--- src/hdl/c2p_pkg.sv ---
`timescale 1ns / 1ps

package c2p_pkg;

  localparam int FIELD_W = 16;
  localparam int ANGLE_W = 16;
  localparam int MAG_W = 16;
  localparam int GUARD = 8;
  localparam int ZW = 20;
  localparam int TABLE_LEN = 24;
  localparam int ANGLE_SHIFT = 3;
  localparam int GAIN_W = 16;
  localparam int MAG_SHIFT = 16 + GUARD;

  localparam logic signed [ZW-1:0] HALF_PI_Q16 = ZW'(102944);
  localparam logic signed [ZW-1:0] ANGLE_ROUND = ZW'(4);
  localparam logic signed [ZW-1:0] ANGLE_LIMIT = ZW'(25736);
  localparam logic [GAIN_W-1:0] INV_GAIN_Q16 = GAIN_W'(39797);
  localparam logic [MAG_W-1:0] MAG_LIMIT = {MAG_W{1'b1}};

  typedef struct packed {
    logic valid;
    logic zero;
  } c2p_ctl_t;

  function automatic logic signed [ZW-1:0] atan_q16(input int idx);
    logic signed [ZW-1:0] v;
    case (idx)
      0:       v = ZW'(51472);
      1:       v = ZW'(30386);
      2:       v = ZW'(16055);
      3:       v = ZW'(8150);
      4:       v = ZW'(4091);
      5:       v = ZW'(2047);
      6:       v = ZW'(1024);
      7:       v = ZW'(512);
      8:       v = ZW'(256);
      9:       v = ZW'(128);
      10:      v = ZW'(64);
      11:      v = ZW'(32);
      12:      v = ZW'(16);
      13:      v = ZW'(8);
      14:      v = ZW'(4);
      15:      v = ZW'(2);
      16:      v = ZW'(1);
      default: v = '0;
    endcase
    return v;
  endfunction

endpackage

--- src/hdl/c2p_post.sv ---
`timescale 1ns / 1ps

module c2p_post #(
  parameter int XW = 27
) (
  input  logic                                 clk,
  input  logic                                 rst_n,
  input  c2p_pkg::c2p_ctl_t                    ctl_i,
  output logic                                 ready_o,
  input  logic signed [XW-1:0]                 x_i,
  input  logic signed [c2p_pkg::ZW-1:0]        z_i,
  output logic                                 valid_o,
  input  logic                                 ready_i,
  output logic signed [c2p_pkg::ANGLE_W-1:0]   angle_o,
  output logic [c2p_pkg::MAG_W-1:0]            mag_o
);

  localparam int PW = XW - 1 + c2p_pkg::GAIN_W;
  localparam int HW = PW + 1 - c2p_pkg::MAG_SHIFT;

  logic signed [c2p_pkg::ZW-1:0] zr;
  logic signed [c2p_pkg::ANGLE_W-1:0] ang_nxt;
  logic [XW-2:0] xc;
  logic [PW-1:0] prod_nxt;

  logic va_r;
  logic [PW-1:0] prod_r;
  logic signed [c2p_pkg::ANGLE_W-1:0] ang_a_r;
  logic rdy_a;

  logic [PW:0] rsum;
  logic [HW-1:0] hi;
  logic [c2p_pkg::MAG_W-1:0] mag_nxt;

  logic vb_r;
  logic signed [c2p_pkg::ANGLE_W-1:0] ang_b_r;
  logic [c2p_pkg::MAG_W-1:0] mag_b_r;

  assign zr = (z_i + c2p_pkg::ANGLE_ROUND) >>> c2p_pkg::ANGLE_SHIFT;

  always_comb begin
    if (ctl_i.zero) begin
      ang_nxt = '0;
    end else if (zr > c2p_pkg::ANGLE_LIMIT) begin
      ang_nxt = c2p_pkg::ANGLE_W'(c2p_pkg::ANGLE_LIMIT);
    end else if (zr < -c2p_pkg::ANGLE_LIMIT) begin
      ang_nxt = c2p_pkg::ANGLE_W'(-c2p_pkg::ANGLE_LIMIT);
    end else begin
      ang_nxt = c2p_pkg::ANGLE_W'(zr);
    end
  end

  assign xc = x_i[XW-1] ? '0 : x_i[XW-2:0];
  assign prod_nxt = PW'(xc) * PW'(c2p_pkg::INV_GAIN_Q16);

  assign ready_o = !va_r || rdy_a;

  always_ff @(posedge clk) begin
    if (!rst_n) begin
      va_r <= 1'b0;
    end else if (ready_o) begin
      va_r <= ctl_i.valid;
    end
  end

  always_ff @(posedge clk) begin
    if (ready_o && ctl_i.valid) begin
      prod_r <= prod_nxt;
      ang_a_r <= ang_nxt;
    end
  end

  assign rsum = {1'b0, prod_r} + ((PW + 1)'(1) << (c2p_pkg::MAG_SHIFT - 1));
  assign hi = rsum[PW:c2p_pkg::MAG_SHIFT];

  always_comb begin
    if (hi > HW'(c2p_pkg::MAG_LIMIT)) begin
      mag_nxt = c2p_pkg::MAG_LIMIT;
    end else begin
      mag_nxt = c2p_pkg::MAG_W'(hi);
    end
  end

  assign rdy_a = !vb_r || ready_i;

  always_ff @(posedge clk) begin
    if (!rst_n) begin
      vb_r <= 1'b0;
    end else if (rdy_a) begin
      vb_r <= va_r;
    end
  end

  always_ff @(posedge clk) begin
    if (rdy_a && va_r) begin
      ang_b_r <= ang_a_r;
      mag_b_r <= mag_nxt;
    end
  end

  assign valid_o = vb_r;
  assign angle_o = ang_b_r;
  assign mag_o = mag_b_r;

endmodule

--- config.mk ---
export PLATFORM = sky130hd
export DESIGN_NAME = c2p_post
export DESIGN_NICKNAME = d
export VERILOG_FILES = /design/src/hdl/c2p_pkg.sv /design/src/hdl/c2p_post.sv
export SDC_FILE = /design/constraint.sdc
export NUM_CORES = 1
export LEC_CHECK = 0
export BUFFER_PORTS_ARGS = -buffer_cell sky130_fd_sc_hd__clkbuf_2
export CAP_MARGIN = 5
export CORE_MARGIN = 2
export CORE_UTILIZATION = 55
export CTS_CLUSTER_DIAMETER = 200
export DETAILED_ROUTE_END_ITERATION = 8
export HOLD_SLACK_MARGIN = 0.02
export PLACE_DENSITY = 0.74
export REMOVE_ABC_BUFFERS = 1
export SLEW_MARGIN = 20
export SYNTH_ARGS = -nofsm -noshare
export SYNTH_HDL_FRONTEND = slang
export SYNTH_SLANG_ARGS = --single-unit
--- constraint.sdc ---
create_clock -name clk -period 12.2 [get_ports clk]
set_input_delay 0.61 -clock clk [delete_from_list [all_inputs] [get_ports clk]]
set_output_delay 0.61 -clock clk [all_outputs]
set_load 0.02 [all_outputs]
# [After elaboration in Yosys (flattened, before gate mapping)]
# Cells that the tools add are included.
[totals] ff_bits=92 latchBits=0 mem_bits_rw=0 romBits=0 inputBits=52 out_inout_bits=34 n_memories=0
[op_classes] addsub=2 n_mul=1 div_mod_pow=0 n_lt_le_gt_ge=3 n_eq_ne=0 shift=0 mux=3 bitwise_logic=0 n_reduce_logical=8
[ops] op="42-bit by 24-bit adder with 43-bit output (second input constant)" count=1
[ops] op="26-bit by 16-bit multiplier with 42-bit output (second input constant)" count=1
[ops] op="26-bit two-way mux" count=1
[ops] op="20-bit by 4-bit adder with 20-bit output (second input constant)" count=1
[ops] op="19-bit by 16-bit > comparator with 1-bit output (second input constant)" count=1
[ops] op="17-bit by 16-bit > comparator with 1-bit output (second input constant)" count=1
[ops] op="17-bit by 16-bit less-than comparator with 1-bit output (second input constant)" count=1
[ops] op="16-bit two-way mux" count=1
[ops] op="15-bit two-way mux" count=1
[ops] op="3-bit OR reduction" count=1
[ops] op="1-bit logical AND" count=2
[ops] op="1-bit zero test" count=2
[ops] op="1-bit logical OR" count=2
[ops] op="2-bit OR reduction" count=1

# [Longest topological paths before layout]
# Gate-level depths: netlist of the first run.
[logic_depth] ltp_word=4 ltp_mapped=26 mapped_depth_nobuf=23

# [Worst setup path after synthesis of the first run]
# No wires, ideal clock.
[synth_timing] kind="in2reg" from="input port x_i[26]" to="register prod_r[41] (data pin)" setup_time_ns=0.263 arrival_time_ns=6.775 required_ns=11.937 slack_ns=5.162 cell_stages=24 path_cell_list="clkbuf_2 > clkbuf_1 > clkbuf_1 > nand2b_1 > inv_1 > fa_1 > inv_1 > fa_1 > inv_1 > fa_1 > fa_1 > fa_1 > inv_1 > fa_1 > inv_1 > ha_1 > a211oi_1 > nor2_1 > nor3b_1 > nand2_1 > o31ai_2 > o41ai_4 > a311oi_1 > xnor2_1"
[synth_between] elab_chain_len=2
[synth_rtl] element="from (decl)" line_no="c2p_post.sv:10" text="input logic signed [XW-1:0] x_i,"
[synth_rtl] element="26-bit two-way mux" line_no="c2p_post.sv:53" text="assign xc = x_i[XW-1] ? '0 : x_i[XW-2:0];"
[synth_rtl] element="26-bit by 16-bit multiplier with 42-bit output" line_no="c2p_post.sv:54" text="assign prod_nxt = PW'(xc) * PW'(c2p_pkg::INV_GAIN_Q16);"
[synth_rtl] element="net prod_nxt[41]" line_no="c2p_post.sv:24" text="logic [PW-1:0] prod_nxt;"
[synth_rtl] element="to (signal assigned)" line_no="c2p_post.sv:68" text="prod_r <= prod_nxt;"
[synth_rtl] element="to (decl)" line_no="c2p_post.sv:27" text="logic [PW-1:0] prod_r;"
# The timed path passes the listed nets, and every way through them passes these cells.
# A chain may end at the register's enable or synchronous reset.

# [Worst setup path after layout of the first run]
# Same ends and word-level chain as after synthesis.

==> summary by stage, run 1 <==
Outcome
The run finished with clean final reports.

Logic synthesis
In the post-synthesis netlist, the biggest area contributors are sky130_fd_sc_hd__fa_1 (27%), sky130_fd_sc_hd__edfxtp_1 (18%), sky130_fd_sc_hd__ha_1 (16%), sky130_fd_sc_hd__inv_1 (8.6%), sky130_fd_sc_hd__xnor2_1 (5.7%). In this run, synthesis inferred 67 flip-flops with an integrated enable. The library cell with the highest instance count after synthesis is sky130_fd_sc_hd__inv_1. The share of the yosys chip area belonging to registers is 0.1794. The share of synthesized area in the top cell type comes to 0.2696. The synthesized netlist contains 71 unique library cells.

The most used flip-flop cell after synthesis is sky130_fd_sc_hd__edfxtp_1. The synthesis warning total is 0. The flip-flop and latch count after synthesis is 69. The fraction of synthesis flops using an asynchronous set or reset pin is 0.

The post-synthesis area per instance is 9.660 µm². The post-synth design cell area is 0.01144 mm². sky130_fd_sc_hd__fa_1 takes more of the synthesized area than any other cell.

Synthesis produced a netlist whose cell count is 1184. By count the netlist is led by sky130_fd_sc_hd__inv_1 (261), sky130_fd_sc_hd__fa_1 (154), sky130_fd_sc_hd__ha_1 (149).

Floorplanning
The die boundary width is 148.2 µm. The die height is 148.2 µm. 86 I/O pins were placed.

The floorplan step defined a die boundary enclosing 0.02196 mm². The core outline area is 0.02030 mm². The initial utilization of the core area, before any placement, comes to 0.5634. The floorplan has 52 rows.

CTS
The clock input transition at the sequential cells of the worst setup and hold paths is 0.05 ns. The buffer depth of the longest clock path is 2. The clock tree root buffer cell is sky130_fd_sc_hd__clkbuf_16. The H-tree generated during clock tree synthesis spans 3 levels.

In this run, CTS created clock tree buffers numbering 9. The number of gates resized after CTS was 0. For this design, the CTS-stage hold fixing added 0 buffers. TritonCTS built the clock tree. The CTS sink count is 69.

The worst-skew pair later-pin latency is 0.33 ns. The setup fix buffers added after clock tree synthesis is 0.

Route
The via count normalized by instance count is 5.303. The via count of the routed design is 8045. The first detailed-routing pass ran for 5 iterations. After the first detailed-routing iteration, the DRC count stood at 418. The routed length per placed instance is 15.09 µm. The detail route stage leaves a number of antenna-violating nets equal to 0. The total DRC errors in the routed layout is 0. The sum of routed wire length over all layers is 22890 µm.

Min path
The worst hold path depth is 0. The worst hold path terminates at angle_o[9]. The startpoint identified for the worst hold timing path is ang_a_r[9]. The min-delay analysis places its worst path in the category flip-flop to flip-flop.

Timing
The slew at the pin closest to its max-slew limit is 0.9967 ns. Setup repair after global routing left no endpoint under its margin. The smallest clock period supported by the final layout is computed as 7.088 ns.

The final count of pins violating max slew is 0. Setup total negative slack on the finished layout was measured at 0 ns. The largest clock skew in the final design is 0.005099 ns. After layout, the worst setup slack is 5.112 ns. Dividing the final minimum period by the clock period gives 0.5810. Setup violations remaining at the end of the flow were counted as 0.

For this run, the top clock speed supported by timing is 141.1 MHz. In this run the tightest slew margin relative to its limit is 0.3341. The final hold violation count was 0.

Power and ir drop
IR analysis of the VDD net gives a maximum drop of 0.1359 mV. The net load switching power is 1.084 mW. Of the total power, the share spent switching nets is 0.4638. The share of total power dissipated in sequential elements is 0.168.

The internal power of the cells totals 1.253 mW. For this design the ratio of total power to cell area is 189.0 mW/mm². Of the total power, combinational logic draws 0.717. The leakage power is 6.130 nW. Of the total power, the clock network draws 0.115.

Worst setup path
The worst register-to-register path has a depth of 8. The startpoint identified for the worst register-to-register timing path is prod_r[25]. The sort of element at the end of the critical path is a flip-flop.

The setup check on the worst reg-to-reg path leaves a slack of 9.42 ns. The delay of the slowest cell on the worst path is 0.83 ns. The kind of launch point of the worst setup path is an input pin. The cell type with the highest occurrence count on the critical path is sky130_fd_sc_hd__fa_1. The critical path goes through clkbuf_2 > buf_4 > nor2b_1 > and2_1 > a21oi_1 > fa_1 > inv_1 > fa_1 > fa_1 > fa_1 > inv_1 > fa_1 > inv_1 > ha_1 > and2_1 > and4_1 > nand3_1 > o21ai_1 > o31ai_2 > o41ai_4 > a311oi_1 > xnor2_1. For this design, the slowest cell found on the critical path is sky130_fd_sc_hd__nor2b_1.

The signal arrival time at the worst endpoint is 7.16 ns. The reg-to-reg critical path endpoint is mag_o[4]. Data on the critical path is required at its endpoint by 12.27 ns. Along the worst path, the maximum fanout reaches 55. The worst setup path is of the input pin to flip-flop kind.

Global routing
The initial antenna violation count is 0. The number of global-route vias before repair is 8190. The overflow left after global routing is 0. In the global route stage, met2 resource usage came out at 0.3720. Entering global routing, the biggest net connects 56 pins. The peak-usage layer in the global routing report is met2. The combined global-route utilization of all metal layers is 0.2186. For met3 alone, demand over resource in global routing was 0.03190. The met1 usage in global routing is 0.3015.

The first global-routing pass estimated 38710 µm of wire.

Flow run
Max-cap violations in this run came to 0.

Final layout
The final layout net count is 1597. The area growth from synthesis to layout is 8.095%. The number of diodes added for antenna fixing is 0. The fraction of layout cells with a size suffix above 1 is 0.1051.

Placement
The congestion estimate from routability-driven global placement came to 0.9225. In this run the tool buffered the top-level ports with 83 buffer cells. Prior to clock tree synthesis, the placed netlist has a worst setup slack of 4.769 ns.

Detailed placement finished with a half-perimeter wire length of 19640 µm.
[kinds of logic (layout without fill, tap and decap cells)]
family,count (synthesis),in the layout,share of synthesized area
XOR/XNOR,102,102,0.07877
AND/OR/NAND/NOR,256,256,0.1166
buffers and inverters,301,364,0.1006
AO/OA/AOI/OAI,151,151,0.09015
adder cells (fa/ha/maj),303,303,0.4326
flip-flops,69,69,0.1794
multiplexers,2,2,0.001860
[layout make-up]
cell class | count | area, µm²
Multi-Input combinational cell | 814 | 8237
Clock inverter | 7 | 90.09
Sequential cell | 69 | 2052
Clock buffer | 9 | 225.2
Inverter | 262 | 983.4
Tap cell | 270 | 337.8
Fill cell | 1757 | 7936
Timing Repair Buffer | 86 | 437.9
[metrics by stage]
step	instance area [µm²]	utilization	instances	hold WS (ns)	total power [mW]
after global routing	12360	0.6090	1517	0.4218	2.635
final	12360	0.6090	1517	0.4159	2.336
after global placement	12050	0.5935	1501	0.4000	2.029
after floorplan	11270	-	1145	0.4003	1.713
after CTS	12360	0.6090	1517	0.4182	2.360
after detailed placement	12050	0.5935	1501	0.4057	2.075
[worst max-delay path by stage]
stage	end	from	depth (start not counted)	slack (ns)
after global routing	prod_r[41]	x_i[26]	23	4.71
after CTS	prod_r[41]	x_i[26]	23	5.11
after detailed placement	prod_r[41]	x_i[26]	23	4.77
after global placement	prod_r[41]	x_i[26]	23	4.82
after floorplan	prod_r[41]	x_i[26]	21	5.89
final	prod_r[41]	x_i[26]	22	5.11
[cells in the final DEF (no fill, tap or decap), types with 10 or more instances in the layout]
cell type                  netlist  routed
sky130_fd_sc_hd__fa_1          154     154
sky130_fd_sc_hd__nand2b_1       10      10
sky130_fd_sc_hd__edfxtp_1       67      67
sky130_fd_sc_hd__o21ai_0        23      23
sky130_fd_sc_hd__inv_1         261     261
sky130_fd_sc_hd__a21o_1         17      17
sky130_fd_sc_hd__clkbuf_2        1      83
sky130_fd_sc_hd__xnor2_1        74      74
sky130_fd_sc_hd__nor2b_1        36      35
sky130_fd_sc_hd__nand2_1        71      71
sky130_fd_sc_hd__nand3_1        16      16
sky130_fd_sc_hd__a21oi_1        47      47
sky130_fd_sc_hd__and2_1         18      18
sky130_fd_sc_hd__ha_1          149     149
sky130_fd_sc_hd__xor2_1         27      27
sky130_fd_sc_hd__nand4_1        12      12
sky130_fd_sc_hd__nor2_1         52      52
[power by group through the flow]
stage / Combinational [mW] / Sequential [mW] / Clock [mW]
after global routing: 1.95 / 0.398 / 0.286
final: 1.67 / 0.392 / 0.270
after detailed placement: 1.68 / 0.397 / 0
after global placement: 1.63 / 0.395 / 0
after floorplan: 1.31 / 0.400 / 0
after CTS: 1.69 / 0.393 / 0.275
[critical path: cells and delay by family]
family | cells | cell delay, ns
simple gates | 5 | 1.74
xor+xnor | 1 | 0.15
buf+inv | 5 | 0.50
compound gates | 5 | 1.30
fa+ha+maj | 6 | 2.84
[flip-flops by register name, indices dropped and copies added (netlist names)]
name     cells
prod_r      19
ang_a_r     16
angle_o     16
mag_o       16
va_r         1
valid_o      1
[layer usage]
metal | part of all wire | up-vias | wire length, µm
li1 | - | 3907 | -
met1 | 0.45 | 3918 | 10290
met2 | 0.49 | 190 | 11140
met3 | 0.047 | 30 | 1070
met4 | 0.017 | 0 | 386
met5 | 0 | - | 0
No activity file was read; power rests on OpenSTA's default activity.
==> run 2: changes to the inputs <==
- clock period: 12.2 -> 6.61 ns (I/O delays scaled with it)
==> run 2 against run 1 <==
  * Final area is 1.4% higher
  * Final cell count is 1.7% higher
  * Utilization is 0.87 points higher
  * Die area stayed put
  * Register-to-register slack worse by 5.5 ns
  * Combinational power is 85% higher
  * Sequential share of layout area is 0.23 points lower
  * Sequential power is 85% higher
  * Critical endpoint is now prod_r[40]
  * Largest cell class unchanged
  * Largest power group unchanged
==> summary by stage, run 2 (synthesis results as in run 1) <==
Global routing
The overflow left after global routing is 0 (unchanged). The pin count of the biggest net entering global routing is 49 (-13%). The combined global-route utilization of all metal layers is 0.2171 (-0.001558). The number of global-route vias before repair is 8040 (-1.8%). The first-pass GRT wire length is 38120 µm (-1.5%).

The initial antenna violation count came to 0 (unchanged).

CTS
The total of cells resized after clock tree synthesis is 0 (unchanged). The CTS sink count came to 69 (unchanged). The clock input transition at the sequential cells of the worst setup and hold paths is 0.05 ns (about the same). Clock tree synthesis selected as its root buffer the cell sky130_fd_sc_hd__clkbuf_16. The depth of the CTS H-tree is 3 (unchanged).

The setup fix buffers added after clock tree synthesis was 0 (unchanged). The CTS tree is done. The TritonCTS buffer count is 9 (unchanged). The worst-skew pair later-pin latency came to 0.32 ns (about the same). The hold buffer count at cts was 0 (unchanged).

The buffer depth of the longest clock path is 2 (unchanged).

Placement
The minimum setup slack after placement is 0.07694 ns (-4.692 ns). The total placed instance area is 0.01226 mm² (+1.7%). The global placer's final weighted congestion is 0.9033 (-2.1%). The count of buffers from port buffering was 83 (unchanged). The number of cells in the design after placement is 1527 (+1.7%). The detailed placer's ending HPWL is 19930 µm (+1.5%).

Route
The via count normalized by instance count is 5.248 (-1.0%). The routed length per placed instance is 14.93 µm (-1.1%). The number of DRC markers after the initial detailed-route iteration is 304 (-27%). The sum of routed wire length over all layers is 23030 µm (+0.63%). The count of antenna-violating nets left after detailed routing is 0 (unchanged). The number of iterations in the first detailed-routing pass is 5 (unchanged). The via count of the routed design is 8097 (+0.65%). The total DRC errors in the routed layout came to 0 (unchanged).

Worst setup path
The critical path required time is 6.75 ns (-5.52 ns). The largest driver fanout on the critical path came to 48 (-13%). The critical path is of the input pin to flip-flop type. The signal arrival time at the worst endpoint is 6.35 ns (-0.81 ns). The sort of element at the end of the critical path is a flip-flop. The flop-to-flop setup slack is 3.90 ns (-5.52 ns). The worst setup path is launched from an input pin.

Power and ir drop
The leakage power is 6.260 nW (+2.1%). The peak supply drop is 0.2431 mV (+79%). The power density over the cells is 340.6 mW/mm² (+80%).

Final layout
Counting flops per register, the top entry is prod_r. In the layout the commonest cells are sky130_fd_sc_hd__inv_1 (261), sky130_fd_sc_hd__fa_1 (154), sky130_fd_sc_hd__ha_1 (149). The number of non-filler instances in the completed layout came to 1543 (+1.7%). The area growth from synthesis to layout is 9.638%. The number of flip-flops in the largest register is 19 (unchanged).

The final layout net count is 1623 (+1.6%). The final instance area is 0.01254 mm² (+1.4%). The number of diodes added for antenna fixing is 0 (unchanged). The fraction of layout cells with a size suffix above 1 was 0.1225 (+0.01749). The library cell used most frequently in the layout, excluding fill and tap cells, is sky130_fd_sc_hd__inv_1.

Timing
Setup repair after global routing left no endpoint under its margin. The final setup violation count came to 0 (unchanged). The slew at the pin closest to its max-slew limit is 0.8188 ns (-0.1780 ns). The final hold violation count is 0 (unchanged). Dividing the final minimum period by the clock period gives 0.9391. The largest clock skew in the final design is 0.005063 ns (-0.00003573 ns). The final hold slack is 0.2296 ns (-0.1863 ns). The final critical path time including I/O delays and setup is 6.207 ns.

The slack of the critical path came to 0.4026 ns (-4.709 ns). The final count of pins violating max slew was 0 (unchanged). The relative max-transition margin is 0.4521 (+0.1180). The maximum clock frequency is 161.1 MHz. The final-layout setup total negative slack is 0 ns (unchanged).

Flow run
The number of maximum-capacitance constraint violations came to 0 (unchanged).

Outcome
The run finished with clean final reports.

Floorplanning
The starting density of the core is 0.5634 (unchanged). The floorplan row count is 52 (unchanged). The area of the die is 0.02196 mm² (unchanged).

The number of placed I/O pins is 86 (unchanged). The die height was 148.2 µm (unchanged). The die boundary width was 148.2 µm (unchanged).

The core outline area is 0.02030 mm² (unchanged).

Min path
The type of the worst min-delay path is input pin to flip-flop.
run 2: cell count changes in the layout (fill, tap and decap cells not counted), sizes merged:
cell | before | now
buf | 3 | 29
clkbuf | 92 | 94
clkinv | 2 | 3
bufinv | 2 | 1
clkinvlp | 3 | 1
run 2: final cells by class:
type	instances	area [µm²]
clock buffer	11	232.7
clock inverter	5	51.30
fill	1740	7760
inverter	262	983.4
multi-input combinational	814	8237
sequential	69	2052
tap	270	337.8
timing repair buffer	112	645.6
run 2: metal layers:
layer / track usage / routed length, µm / up-vias
met4: 0.07238 / 660 / 0
met2: 0.3704 / 11290 / 198
met5: 0 / 0 / -
li1: - / - / 3957
met1: 0.2884 / 10110 / 3896
met3: 0.02791 / 966 / 46
run 2: power breakdown:
| part | leakage, nW | total [mW] | switching (mW) | internal (mW) |
|---|---|---|---|---|
| clock | 0.137 | 0.452 | 0.163 | 0.289 |
| combinational | 5.47 | 3.09 | 1.76 | 1.33 |
| sequential | 0.652 | 0.725 | 0.0555 | 0.669 |
| total | 6.26 | 4.27 | 1.98 | 2.29 |
run 2: final timing paths:
kind / endpoint / cells after the start / from
worst max-delay path: prod_r[40] / 24 / x_i[26]
worst min-delay path: valid_o / 2 / rst_n
worst max register to register: mag_o[4] / 8 / prod_r[25]
worst min register to register: angle_o[13] / 0 / ang_a_r[13]
run 2: critical path, cell delays in order:
cell and delay, ns:
sky130_fd_sc_hd__clkbuf_2 0.15, sky130_fd_sc_hd__buf_12 0.20, sky130_fd_sc_hd__nor2b_1 0.40, sky130_fd_sc_hd__nand2_1 0.18, sky130_fd_sc_hd__inv_1 0.11, sky130_fd_sc_hd__a21oi_1 0.06
sky130_fd_sc_hd__fa_1 0.50, sky130_fd_sc_hd__inv_1 0.05, sky130_fd_sc_hd__fa_1 0.51, sky130_fd_sc_hd__fa_1 0.45, sky130_fd_sc_hd__fa_1 0.56, sky130_fd_sc_hd__inv_1 0.06
sky130_fd_sc_hd__fa_1 0.53, sky130_fd_sc_hd__inv_1 0.04, sky130_fd_sc_hd__ha_1 0.25, sky130_fd_sc_hd__and2_1 0.19, sky130_fd_sc_hd__and4_1 0.26, sky130_fd_sc_hd__nand3_1 0.09
sky130_fd_sc_hd__o21ai_1 0.31, sky130_fd_sc_hd__o31ai_2 0.19, sky130_fd_sc_hd__o41ai_4 0.43, sky130_fd_sc_hd__buf_4 0.19, sky130_fd_sc_hd__a21oi_1 0.06, sky130_fd_sc_hd__a211oi_1 0.23
run 2: through the flow:
step           total power, mW  utilization
2_1_floorplan            3.162            -
3_3_place_gp             3.760       0.6037
3_5_place_dp             3.839       0.6037
4_1_cts                  4.323       0.6177
5_1_grt                  4.794       0.6177
6_report                 4.270       0.6177
==> run 3: changes to the inputs <==
- CELL_PAD_IN_SITES_DETAIL_PLACEMENT: unset -> 0
- CELL_PAD_IN_SITES_GLOBAL_PLACEMENT: unset -> 1
- CORE_UTILIZATION: 55 -> 49
- PLACE_DENSITY: 0.74 -> unset
- PLACE_DENSITY_LB_ADDON: unset -> 0.1
==> run 3 against run 2 <==
  * Critical endpoint is now prod_r[34]
  * Routed wire length increased by 2.1%
  * Sequential power about the same
  * Sequential share of layout area decreased by 0.28 points
  * Sequential cell count unchanged
  * Global-route usage decreased by 1.1 points
  * Count of clock-buffer cells in the layout decreased by 1
  * Total power increased by 2.1%
  * First-iteration DRC count decreased by 19%
  * Clock skew increased by 0.00088 ns
==> summary by stage, run 3 (synthesis results as in run 1) <==
Outcome
The flow ran to the end, and the final reports show no timing, DRC or antenna violations.

Route
The sum of routed wire length over all layers is 23520 µm (+2.1%). The number of iterations in the first detailed-routing pass is 4 (-1). The sum of met3 wire segment lengths after detailed routing is 801 µm (-17%). Signal routing reaches up to met4. The routed length per placed instance came to 14.69 µm (-1.6%). The number of DRC markers after the initial detailed-route iteration is 245 (-19%). The count of antenna-violating nets left after detailed routing was 0 (unchanged). The met2 wire length was 11620 µm (+2.9%).

The total DRC errors in the routed layout was 0 (unchanged). The via count normalized by instance count is 4.968 (-5.3%). The via count of the routed design was 7953 (-1.8%). The met1 wire length is 10780 µm (+6.6%).

Placement
The count of buffers from port buffering came to 83 (unchanged). The number of cells in the design after placement came to 1584 (+3.7%). The total placed instance area was 0.01241 mm² (+1.3%). The detailed placer's ending HPWL came to 20590 µm (+3.3%).

The global placer's final weighted congestion is 0.8898 (-1.5%).

CTS
The setup fix buffers added after clock tree synthesis came to 0 (unchanged). The buffer depth of the longest clock path is 2 (unchanged). The CTS sink count is 69 (unchanged).

The TritonCTS buffer count is 9 (unchanged). The worst-skew pair later-pin latency is 0.32 ns (about the same). The clock input transition at the sequential cells of the worst setup and hold paths is 0.05 ns (about the same). TritonCTS built the clock tree. The depth of the CTS H-tree came to 3 (unchanged). The total of cells resized after clock tree synthesis is 0 (unchanged).

The clock tree root buffer cell is sky130_fd_sc_hd__clkbuf_16. The hold buffer count at cts is 0 (unchanged).

Global routing
The overflow left after global routing is 0 (unchanged). The combined global-route utilization of all metal layers was 0.2056 (-0.01143). The number of global-route vias before repair is 7994 (-0.57%).

The first-pass GRT wire length is 39820 µm (+4.5%). The pin count of the biggest net entering global routing is 36 (-27%). The initial antenna violation count is 0 (unchanged).

Floorplanning
The floorplan row count is 55 (+5.8%). The area of the die is 0.02458 mm² (+12%). The number of placed I/O pins is 86 (unchanged). The die height was 156.8 µm (+5.8%).

The starting density of the core is 0.5021 (-0.06131). The die boundary width is 156.8 µm (+5.8%). The core outline area is 0.02278 mm² (+12%).

Timing
The relative max-transition margin is 0.4644 (+0.01227). The final setup violation count is 0 (unchanged). The largest clock skew in the final design is 0.005939 ns (+0.0008759 ns).

Setup repair after global routing left no endpoint under its margin. The final hold slack is 0.2260 ns (-0.003662 ns). The share of the clock period used by the worst path after layout was 0.9219 (-0.01721).

The final critical path time including I/O delays and setup is 6.094 ns (-0.1138 ns). The final count of pins violating max slew was 0 (unchanged). The maximum clock frequency came to 164.1 MHz (+1.9%).

The final-layout setup total negative slack is 0 ns (unchanged). The slew at the pin closest to its max-slew limit is 0.8004 ns (-0.01833 ns). The final hold violation count came to 0 (unchanged).

Min path
The worst hold path depth is 2 (unchanged). The min-delay analysis places its worst path in the category input pin to flip-flop.

Worst setup path
The largest driver fanout on the critical path is 29 (-40%). In this run the critical register-to-register path is launched from prod_r[25]. The kind of critical path is input pin to flip-flop. The first element of the critical path is x_i[26].

The cell type with the highest occurrence count on the critical path is sky130_fd_sc_hd__fa_1. The cell depth of the worst flop-to-flop path is 8 (unchanged). The most critical setup path has its endpoint at prod_r[34]. The signal arrival time at the worst endpoint is 6.16 ns (-0.19 ns).

The delay of the slowest cell on the worst path came to 0.56 ns (about the same). The critical path goes through clkbuf_2 > buf_4 > buf_12 > nor2b_1 > buf_4 > nand2_1 > xnor2_1 > ha_1 > a31o_2 > fa_1 > fa_1 > fa_1 > inv_1 > fa_1 > inv_1 > ha_1 > nand2_1 > a211o_1 > a2111oi_0 > a221oi_1 > a211oi_1 > or3_1 > a21oi_1 > xnor2_1. The instance count on the critical path is 24 (unchanged). The kind of cell with the highest combined delay along the critical path is adder cells. The worst setup path is launched from an input pin.

The critical path required time is 6.68 ns (-0.07 ns). The reg-to-reg critical path endpoint is mag_o[4]. The slowest stage of the critical path is the sky130_fd_sc_hd__fa_1 cell.

The worst setup path is captured at a flip-flop. The flop-to-flop setup slack is 3.93 ns (+0.03 ns). The sum of buffers and inverters on the critical path is 6 (-1).

Final layout
The number of flip-flops in the largest register is 19 (unchanged). The register with the most flip-flops is prod_r. The final instance area came to 0.01276 mm² (+1.7%). The number of non-filler instances in the completed layout is 1601 (+3.8%). The fraction of layout cells with a size suffix above 1 is 0.1329 (+0.01032). The layout filler cell count is 2123 (+22%).

Leaving out fill and tap cells, the most frequent cells in the layout are sky130_fd_sc_hd__inv_1 (261), sky130_fd_sc_hd__fa_1 (154), sky130_fd_sc_hd__ha_1 (149). The final layout net count is 1637 (+0.86%). The area growth from synthesis to layout is 11.54%.

The most common library cell in the layout ignoring fill and taps is sky130_fd_sc_hd__inv_1.

Flow run
The number of maximum-capacitance constraint violations was 0 (unchanged).

Power and ir drop
The peak supply drop is 0.2561 mV (+5.4%). The leakage power came to 6.357 nW (+1.5%). The power density over the cells is 341.9 mW/mm² (+0.40%).
run 3: worst register-to-register path, cell delays in order, from the launching register on:
cell                       delay (ns)
sky130_fd_sc_hd__edfxtp_1        0.37
sky130_fd_sc_hd__and3_1          0.21
sky130_fd_sc_hd__and4_1          0.28
sky130_fd_sc_hd__inv_1           0.05
sky130_fd_sc_hd__nor2_1          0.25
sky130_fd_sc_hd__nand3_1         0.12
sky130_fd_sc_hd__mux2_2          0.29
sky130_fd_sc_hd__nor2_1          0.61
sky130_fd_sc_hd__o21ai_0         0.18
run 3: routing by layer:
layer  global-route usage  vias to the layer above
met1               0.2806                     3820
met5                    0                        -
li1                     -                     3994
met3              0.02935                       17
met2               0.3544                      122
met4              0.03233                        0
run 3: cell type report:
class | instances | area (µm²) | area share
Inverter | 262 | 983.4 | 0.07709
Timing Repair Buffer | 126 | 750.7 | 0.05885
Multi-Input combinational cell | 814 | 8237 | 0.6456
Clock buffer | 10 | 229.0 | 0.01795
Sequential cell | 69 | 2052 | 0.1608
Clock inverter | 6 | 111.4 | 0.008729
Antenna cell | 1 | 2.502 | 0.0001962
Tap cell | 313 | 391.6 | 0.03070
run 3: power by group:
part / internal [mW] / switching [mW]
logic: 1.34 / 1.76
registers: 0.669 / 0.0530
clock network: 0.368 / 0.170
total: 2.38 / 1.98
run 3: worst min-delay path by stage:
| stage | slack, ns | end | startpoint |
|---|---|---|---|
| after CTS | 0.22 | valid_o | rst_n |
| final | 0.23 | valid_o | rst_n |
| after global routing | 0.24 | valid_o | rst_n |
| after floorplan | 0.40 | angle_o[0] | ang_a_r[0] |
| after detailed placement | 0.40 | angle_o[3] | ang_a_r[3] |
| after global placement | 0.40 | angle_o[5] | ang_a_r[5] |
run 3: metrics by stage:
stage | setup WS, ns | util | total power [mW]
detailed placement | 0.1424 | 0.5450 | 3.860
global route | 0.04290 | 0.5600 | 4.964
finish | 0.5164 | 0.5601 | 4.362
CTS | 0.4671 | 0.5600 | 4.429
floorplan | 0.5764 | - | 3.162
global placement | 0.1934 | 0.5450 | 3.837
